===== src/hw/rtl/fcal_pkg.sv =====
// shared types, codes and constants of the array list unit
// depends on nothing; imported by every module of the block
package fcal_pkg;

  localparam int CAPACITY_DEFAULT = 16;
  localparam int VALUE_W          = 32;
  localparam logic [4:0] LIMIT_RESET = 5'd16;

  // request codes
  localparam logic [3:0] REQ_INS_FIRST = 4'd0;
  localparam logic [3:0] REQ_INS_LAST  = 4'd1;
  localparam logic [3:0] REQ_INS_MID   = 4'd2;
  localparam logic [3:0] REQ_INS_AT    = 4'd3;
  localparam logic [3:0] REQ_DEL_FIRST = 4'd4;
  localparam logic [3:0] REQ_DEL_LAST  = 4'd5;
  localparam logic [3:0] REQ_DEL_MID   = 4'd6;
  localparam logic [3:0] REQ_DEL_AT    = 4'd7;
  localparam logic [3:0] REQ_SEARCH    = 4'd8;

  // status codes
  localparam logic [2:0] ST_OK       = 3'd0;
  localparam logic [2:0] ST_FULL     = 3'd1;
  localparam logic [2:0] ST_EMPTY    = 3'd2;
  localparam logic [2:0] ST_BADPOS   = 3'd3;
  localparam logic [2:0] ST_NOTFOUND = 3'd4;

  typedef struct packed {
    logic [3:0]                req_type;
    logic signed [VALUE_W-1:0] value;
    logic [3:0]                position;
  } in_word_t;

  typedef struct packed {
    logic [2:0] status;
    logic [3:0] found_index;
    logic [4:0] entry_count;
  } out_word_t;

  // what every cell of the chain does this cycle
  typedef enum logic [1:0] {
    CELL_HOLD,
    CELL_INS,
    CELL_DEL,
    CELL_ROT
  } cell_op_t;

  typedef struct packed {
    cell_op_t           op;
    logic [VALUE_W-1:0] value;
  } cell_cmd_t;

  typedef enum logic {
    S_IDLE,
    S_SCAN
  } fsm_state_t;

endpackage


===== src/hw/rtl/fcal_cell.sv =====
// one slot of the list chain: holds an entry and trades it with its neighbors
// depends on fcal_pkg
module fcal_cell import fcal_pkg::*; #(
  parameter int IW  = 4,
  parameter int IDX = 0
) (
  input  logic               clk,
  input  logic               rst_n,
  input  cell_cmd_t          cmd,
  input  logic [IW-1:0]      at,
  input  logic [VALUE_W-1:0] left_i,
  input  logic [VALUE_W-1:0] right_i,
  output logic [VALUE_W-1:0] data_o
);

  localparam logic [IW-1:0] MY_IDX = IW'(IDX);

  logic [VALUE_W-1:0] data_r;
  logic [VALUE_W-1:0] data_nxt;

  // insert shifts up from the left, delete and rotate pull from the right
  always_comb begin
    data_nxt = data_r;
    case (cmd.op)
      CELL_INS: begin
        if (MY_IDX > at) begin
          data_nxt = left_i;
        end else if (MY_IDX == at) begin
          data_nxt = cmd.value;
        end
      end
      CELL_DEL: begin
        if (MY_IDX >= at) begin
          data_nxt = right_i;
        end
      end
      CELL_ROT: data_nxt = right_i;
      default: ;
    endcase
  end

  always_ff @(posedge clk) begin
    if (!rst_n) begin
      data_r <= '0;
    end else begin
      data_r <= data_nxt;
    end
  end

  assign data_o = data_r;

endmodule


===== src/hw/rtl/fcal_out_buf.sv =====
// result register with one skid slot behind it
// depends on fcal_pkg
module fcal_out_buf import fcal_pkg::*; (
  input  logic      clk,
  input  logic      rst_n,
  input  logic      push,
  input  out_word_t push_word,
  output logic      room,
  output logic      out_valid,
  input  logic      out_ready,
  output out_word_t out_word
);

  logic      out_valid_r, out_valid_nxt;
  logic      skid_valid_r, skid_valid_nxt;
  out_word_t out_word_r, out_word_nxt;
  out_word_t skid_word_r, skid_word_nxt;
  logic      drain;

  assign drain = out_valid_r && out_ready;

  // new word goes to the output slot when it frees up, else to the skid
  always_comb begin
    out_valid_nxt  = out_valid_r;
    skid_valid_nxt = skid_valid_r;
    out_word_nxt   = out_word_r;
    skid_word_nxt  = skid_word_r;
    if (drain) begin
      out_valid_nxt  = skid_valid_r;
      out_word_nxt   = skid_word_r;
      skid_valid_nxt = 1'b0;
    end
    if (push) begin
      if (!out_valid_r || drain) begin
        out_valid_nxt = 1'b1;
        out_word_nxt  = push_word;
      end else begin
        skid_valid_nxt = 1'b1;
        skid_word_nxt  = push_word;
      end
    end
  end

  always_ff @(posedge clk) begin
    if (!rst_n) begin
      out_valid_r  <= 1'b0;
      skid_valid_r <= 1'b0;
    end else begin
      out_valid_r  <= out_valid_nxt;
      skid_valid_r <= skid_valid_nxt;
    end
  end

  always_ff @(posedge clk) begin
    out_word_r  <= out_word_nxt;
    skid_word_r <= skid_word_nxt;
  end

  assign room      = !skid_valid_r;
  assign out_valid = out_valid_r;
  assign out_word  = out_word_r;

endmodule


===== src/hw/rtl/fixed_capacity_array_list_unit.sv =====
// top level of the packed array list: controller, cell chain and result buffer
// depends on fcal_pkg, fcal_cell and fcal_out_buf
//
//   channel  dir  handshake              word
//   in_      in   in_valid / in_ready    in_word_t (req_type, value, position)
//   out_     out  out_valid / out_ready  out_word_t (status, found_index, entry_count)
//   cfg_     in   cfg_wr_en              cfg_wr_data (capacity_limit)
//
// inserts, deletes and unknown requests complete on acceptance: every cell shifts at once
// a search scans the chain: it rotates once through a comparator at cell 0
// reset is synchronous and clears all cells, the count and the limit (to 16)
// one result can wait in the skid slot; in_ready is low while it is held and during a scan
module fixed_capacity_array_list_unit import fcal_pkg::*; #(
  parameter int CAPACITY = CAPACITY_DEFAULT
) (
  input  logic       clk,
  input  logic       rst_n,
  input  logic       in_valid,
  output logic       in_ready,
  input  in_word_t   in_word,
  output logic       out_valid,
  input  logic       out_ready,
  output out_word_t  out_word,
  input  logic       cfg_wr_en,
  input  logic [4:0] cfg_wr_data
);

  localparam int CW = $clog2(CAPACITY + 1);
  localparam int IW = $clog2(CAPACITY);
  localparam int XW = (CW > 5) ? CW : 5;
  localparam logic [XW-1:0] CAP_X   = XW'(CAPACITY);
  localparam logic [IW-1:0] LAST_IX = IW'(CAPACITY - 1);

  fsm_state_t state_r, state_nxt;

  logic [4:0]         limit_r;
  logic [CW-1:0]      cnt_r, cnt_nxt;
  logic [IW-1:0]      k_r, k_nxt;
  logic               found_r, found_nxt;
  logic [IW-1:0]      fidx_r, fidx_nxt;
  logic [VALUE_W-1:0] key_r, key_nxt;

  logic               scanning;
  logic               room;
  logic               acc;
  logic               push;
  out_word_t          push_word;
  cell_cmd_t          cmd;
  logic [IW-1:0]      at_idx;

  logic [XW-1:0]      cnt_x, lim_x, eff_x, pos_x, half_x, at_x;
  logic [XW-1:0]      cnt_out_x, fidx_out_x;
  logic [IW-1:0]      sel_idx;
  logic               is_ins, is_del, is_search;
  logic               match, last;
  logic [2:0]         status;

  logic [VALUE_W-1:0] cell_q  [CAPACITY];
  logic [VALUE_W-1:0] left_w  [CAPACITY];
  logic [VALUE_W-1:0] right_w [CAPACITY];

  assign acc = in_valid && in_ready;

  // capacity limit register
  always_ff @(posedge clk) begin
    if (!rst_n) begin
      limit_r <= LIMIT_RESET;
    end else if (cfg_wr_en) begin
      limit_r <= cfg_wr_data;
    end
  end

  // next state
  always_comb begin
    state_nxt = state_r;
    unique case (state_r)
      S_IDLE: if (acc && in_word.req_type == REQ_SEARCH) state_nxt = S_SCAN;
      S_SCAN: if (last) state_nxt = S_IDLE;
      default: state_nxt = S_IDLE;
    endcase
  end

  // state outputs
  always_comb begin
    in_ready = 1'b0;
    scanning = 1'b0;
    unique case (state_r)
      S_IDLE:  in_ready = room;
      S_SCAN:  scanning = 1'b1;
      default: ;
    endcase
  end

  // request decode and target index
  assign cnt_x  = XW'(cnt_r);
  assign lim_x  = XW'(limit_r);
  assign eff_x  = (lim_x > CAP_X) ? CAP_X : lim_x;
  assign pos_x  = XW'(in_word.position);
  assign half_x = cnt_x >> 1;

  assign is_ins    = in_word.req_type <= REQ_INS_AT;
  assign is_del    = !is_ins && in_word.req_type <= REQ_DEL_AT;
  assign is_search = in_word.req_type == REQ_SEARCH;

  always_comb begin
    case (in_word.req_type)
      REQ_INS_LAST:  at_x = cnt_x;
      REQ_INS_MID:   at_x = half_x;
      REQ_DEL_LAST:  at_x = cnt_x - XW'(1);
      REQ_DEL_MID:   at_x = (half_x != '0) ? half_x - XW'(1) : '0;
      REQ_INS_AT, REQ_DEL_AT: at_x = pos_x;
      default:       at_x = '0;
    endcase
  end

  assign at_idx = at_x[IW-1:0];

  // immediate status, cell command and new count
  always_comb begin
    status    = ST_OK;
    cmd.op    = CELL_HOLD;
    cmd.value = in_word.value;
    cnt_nxt   = cnt_r;
    if (scanning) begin
      cmd.op = CELL_ROT;
    end else if (acc && is_ins) begin
      if (cnt_x >= eff_x) begin
        status = ST_FULL;
      end else if (at_x > cnt_x) begin
        status = ST_BADPOS;
      end else begin
        cmd.op  = CELL_INS;
        cnt_nxt = cnt_r + CW'(1);
      end
    end else if (acc && is_del) begin
      if (cnt_r == '0) begin
        status = ST_EMPTY;
      end else if (at_x >= cnt_x) begin
        status = ST_BADPOS;
      end else begin
        cmd.op  = CELL_DEL;
        cnt_nxt = cnt_r - CW'(1);
      end
    end
  end

  // search scan: cell 0 shows entry k on scan step k
  assign match = (cell_q[0] == key_r) && (XW'(k_r) < cnt_x);
  assign last  = scanning && (k_r == LAST_IX);

  always_comb begin
    k_nxt     = k_r;
    found_nxt = found_r;
    fidx_nxt  = fidx_r;
    key_nxt   = key_r;
    if (acc && is_search) begin
      k_nxt     = '0;
      found_nxt = 1'b0;
      key_nxt   = in_word.value;
    end else if (scanning) begin
      k_nxt = k_r + IW'(1);
      if (match && !found_r) begin
        found_nxt = 1'b1;
        fidx_nxt  = k_r;
      end
    end
  end

  always_ff @(posedge clk) begin
    if (!rst_n) begin
      state_r <= S_IDLE;
      cnt_r   <= '0;
      found_r <= 1'b0;
      k_r     <= '0;
    end else begin
      state_r <= state_nxt;
      cnt_r   <= cnt_nxt;
      found_r <= found_nxt;
      k_r     <= k_nxt;
    end
  end

  always_ff @(posedge clk) begin
    fidx_r <= fidx_nxt;
    key_r  <= key_nxt;
  end

  // result word
  assign sel_idx    = found_r ? fidx_r : k_r;
  assign fidx_out_x = XW'(sel_idx);
  assign cnt_out_x  = XW'(cnt_nxt);
  assign push       = (acc && !is_search) || last;

  always_comb begin
    push_word.entry_count = cnt_out_x[4:0];
    if (last) begin
      push_word.status      = (found_r || match) ? ST_OK : ST_NOTFOUND;
      push_word.found_index = (found_r || match) ? fidx_out_x[3:0] : 4'd0;
    end else begin
      push_word.status      = status;
      push_word.found_index = 4'd0;
    end
  end

  // cell chain; the top cell pulls zero on delete and cell 0 on rotate
  for (genvar g = 0; g < CAPACITY; g++) begin : g_cell
    if (g == 0) begin : g_first
      assign left_w[g] = '0;
    end else begin : g_mid_l
      assign left_w[g] = cell_q[g-1];
    end
    if (g == CAPACITY - 1) begin : g_last
      assign right_w[g] = (cmd.op == CELL_ROT) ? cell_q[0] : '0;
    end else begin : g_mid_r
      assign right_w[g] = cell_q[g+1];
    end

    fcal_cell #(
      .IW  (IW),
      .IDX (g)
    ) u_cell (
      .clk     (clk),
      .rst_n   (rst_n),
      .cmd     (cmd),
      .at      (at_idx),
      .left_i  (left_w[g]),
      .right_i (right_w[g]),
      .data_o  (cell_q[g])
    );
  end

  fcal_out_buf u_out_buf (
    .clk       (clk),
    .rst_n     (rst_n),
    .push      (push),
    .push_word (push_word),
    .room      (room),
    .out_valid (out_valid),
    .out_ready (out_ready),
    .out_word  (out_word)
  );

endmodule


===== config.mk =====
export PLATFORM = sky130hd
export DESIGN_NAME = fixed_capacity_array_list_unit
export DESIGN_NICKNAME = d
export VERILOG_FILES = /design/src/hw/rtl/fcal_pkg.sv /design/src/hw/rtl/fcal_cell.sv /design/src/hw/rtl/fcal_out_buf.sv /design/src/hw/rtl/fixed_capacity_array_list_unit.sv
export SDC_FILE = /design/constraint.sdc
export NUM_CORES = 2
export LEC_CHECK = 0
export BUFFER_PORTS_ARGS = -buffer_cell sky130_fd_sc_hd__buf_2
export CAP_MARGIN = 0
export CORE_UTILIZATION = 56
export CTS_CLUSTER_SIZE = 30
export DETAILED_ROUTE_END_ITERATION = 7
export HOLD_SLACK_MARGIN = 0.02
export PLACE_DENSITY = 0.8
export SYNTH_ARGS = -nofsm -noshare
export SYNTH_HDL_FRONTEND = slang
export SYNTH_SLANG_ARGS = --single-unit

===== constraint.sdc =====
create_clock -name clk -period 6.3 [get_ports clk]
set_input_delay 0.945 -clock clk [delete_from_list [all_inputs] [get_ports clk]]
set_output_delay 0.945 -clock clk [all_outputs]
set_load 0.02 [all_outputs]

==> flow_summary.ini <==
[run_status]
status = finished with violations
failed_checks = DRC

[sta]
finClkSkew_ps = 14.8
grt_setup_unrepaired = no
setup-tns-final_ps = 0
report.final.setup_viol = 0
slew_viol_final = 0
period_share_pct = 91.9
maximum_clock_rate_mhz = 173
worst_pin_slew_ps = 1460
finalHoldViolCount = 0
min_period_ps = 5790
slew_headroom_pct = 2.70

[synthesis]
synth_warnings = 0
async_flop_share_pct = 0
synth-adder-area-share_pct = 0.715
syn_inst = 3370
synth_compound_area_share_pct = 26.3
syn_avg_cell_area_um2 = 8.83
synth_xor_xnor_area_share_pct = 1.18
ys_top_cells_by_area = dfxtp_1 36%, mux2i_1 13%, a22o_1 7.5%
netlist_area_um2 = 29800
synth-seq-area-share_pct = 41.3
synth_top_family_by_area = compound AO/OA/AOI/OAI gates
netlist.area_leader.share_pct = 36.5
ys_ff_latch = 590
synthSimpleGateAreaFrac_pct = 11.3
mappedNetlistNets = 3437
synth.lib_cells_used.distinct = 76
yosys.area.top_type = dfxtp_1
post_synth_mux_area_share_pct = 14.3
synthFlopType = dfxtp_1
number_of_enable_type_register_cells_in_the_synthesized_netlist = 48

[die]
core_region_area_um2 = 52600
initial_core_util_pct = 56.6
design.portCount = 64
chipWidth_um = 233
die_h_um = 233
rows = 84
die-area_um2 = 54100

[grt]
antenna_violations_before_repair = 1
gr_overflow_total = 0
grt_pass1_wl_um = 155000
grt_util_all_layers_pct = 36.5
grt_pass1_vias = 26900
maximum_number_of_pins_on_one_net_before_global_route_repair = 190

[placement]
buffer_ports.inserted = 63
gp_congestion = 0.916
place_hpwl_um = 59300
number_of_placed_cells_counting_well_taps = 3863
placedInstanceArea_um2 = 30500

[final_layout]
most-common-layout-cells = 541 x dfxtp_1, 389 x mux2i_1, 350 x nand2_1
fin_nets = 3303
diodes_inserted = 0
areaGrowthSynthToFinish_pct = 9.58
fin_area_um2 = 32600
total_of_fill_cells_in_the_finished_design = 4363
most_common_cell_after_layout_fill_and_taps_aside = dfxtp_1
layout.cells.non_filler = 3972
layout.area.seq_um2 = 12300
multi_input_area_um2 = 16300
final_layout_size_suffix_gt1_share_pct = 9.96

[clock_tree]
cts_tree = built
clkTransAtPathRegs_ps = 60
numCtsBuffers = 59
clock-sinks = 590
clock_latency_on_the_worst_skew_pair_ps = 630
cts.root.buffer_cell = clkbuf_16
cts_htree_levels = 2
post_cts_hold_buffers = 0
post_cts.resized_instances = 0
post_cts.repair.setup_buffers = 0
clk_path_buf_depth = 3

[routing]
antenna_violating_nets_post_route = 0
dr.pass1.iters = 8
drc_errors = 1
drt-vias-per-instance = 6.96
dr.first_iter.drc_count = 3269
finalWirelength_um = 101000
routed-via-count = 27700
routed_wire_length_per_instance_um = 25.4

[critical_path]
worstPathRequired_ps = 6870
worst_setup_path_start_kind = flop
timing.setup.critical_path_class = flop to flop
critical_path.endpoint_type = flop
max_fanout_on_critical_path = 32
cp_data_arrival_time_ps = 6350

[pwr]
power.static_leakage_nw = 12.1
power_per_cell_area_nw_per_um2 = 275
vdd_ir_drop_max_uv = 207

[hold_path]
hp-class = flop to flop

[job]
max_cap_viol_count = 0
## power breakdown
| group | switching [mW] | internal, mW |
|---|---|---|
| Combinational | 0.861 | 0.363 |
| Sequential | 0.0941 | 3.87 |
| Clock | 1.58 | 2.22 |
## routing by layer
layer / GRT usage (%) / vias up / wire length (um)
met5: 0 / - / 0
met4: 20.6 / 0 / 5680
met3: 8.33 / 426 / 11900
met2: 56.2 / 1778 / 44200
met1: 47.0 / 13300 / 39100
li1: - / 12200 / -
## metrics by stage
step                total power, mW  setup WS [ps]  hold WS [ps]  utilization [%]
detailed placement             5.21            570           448             58.1
global placement               5.17            688           439             58.1
floorplan                      4.78           1590           432                -
global route                   9.19            232           472             62.1
finish                         8.98            511           453             62.1
CTS                            8.93            648           456             62.1
## critical path, stage by stage, from the launching register on
cell	delay, ps
dfxtp_1	630
inv_1	260
ha_1	390
nand2_1	60
o211ai_1	110
o211a_2	650
inv_1	180
ha_1	320
nand4_1	180
or2_2	340
o21a_1	240
o31ai_4	330
buf_4	420
nand2_1	320
a21oi_4	980
a22o_1	280
## path summary, 6_finish.rpt
check                                                                 end                                      from  slack (ps)  depth (start not counted)
worst max-delay path            g_cell[14].u_cell.data_o[18]$_SDFFE_PN0P_                       cnt_r[1]$_SDFF_PN0_         510                         15
worst min-delay path             g_cell[15].u_cell.data_o[6]$_SDFFE_PN0P_  g_cell[15].u_cell.data_o[6]$_SDFFE_PN0P_         450                          2
worst max register to register  g_cell[14].u_cell.data_o[18]$_SDFFE_PN0P_                       cnt_r[1]$_SDFF_PN0_         510                         15
worst min register to register   g_cell[15].u_cell.data_o[6]$_SDFFE_PN0P_  g_cell[15].u_cell.data_o[6]$_SDFFE_PN0P_         450                          2
## cells in the mapped netlist, drive strengths merged (4+ instances only)
| master | number |
|---|---|
| dfxtp | 542 |
| mux2i | 389 |
| nand2 | 351 |
| o21ai | 332 |
| nor2 | 257 |
| a22o | 256 |
| a21oi | 244 |
| clkbuf | 237 |
| a22oi | 112 |
| nand3 | 108 |
| buf | 95 |
| edfxtp | 48 |
| o211ai | 44 |
| a221o | 35 |
| xor2 | 35 |
| a311oi | 34 |
| mux2 | 33 |
| o2111ai | 32 |
| inv | 18 |
| a221oi | 17 |
| ha | 17 |
| and2 | 11 |
| nand4 | 10 |
| nor4 | 10 |
| o21a | 10 |
| nor3 | 8 |
| a31oi | 7 |
| a21o | 6 |
| nor4b | 6 |
| o31ai | 6 |
| nor2b | 5 |
| xnor2 | 5 |
| and3 | 4 |
| nand2b | 4 |
| nor3b | 4 |
| o22ai | 4 |
| or2 | 4 |
## final cells by class
type | instances | share of cell area [%]
clock buffers | 88 | 5.74
clock inverters | 21 | 0.690
inverters | 20 | 0.238
multi-input cells | 2428 | 50.0
flip-flops and latches | 590 | 37.7
well taps | 688 | 2.64
repair buffers | 137 | 3.01
## cells by family (layout without fill, tap and decap cells)
family                     after synthesis  in the layout
DFF                                    590            590
muxes                                  422            422
adders and majority gates               17             17
AOI/OAI and AO/OA                     1158           1158
and+or+nand+nor                        791            791
xor gates and xnor gates                40             40
buffers and inverters                  352            266
## flip-flops by register name, summed over array words and instances, names as in the netlist
name	cells
u_out_buf.skid_valid_r	1
state_r	1
key_r	32
u_out_buf.out_valid	1
u_out_buf.out_word	12
lim_x	5
fidx_r	4
g_cell.u_cell.data_o	512
u_out_buf.skid_word_r	12
found_r	1
k_r	4
cnt_r	5
No activity file was read; power rests on OpenSTA's default activity.
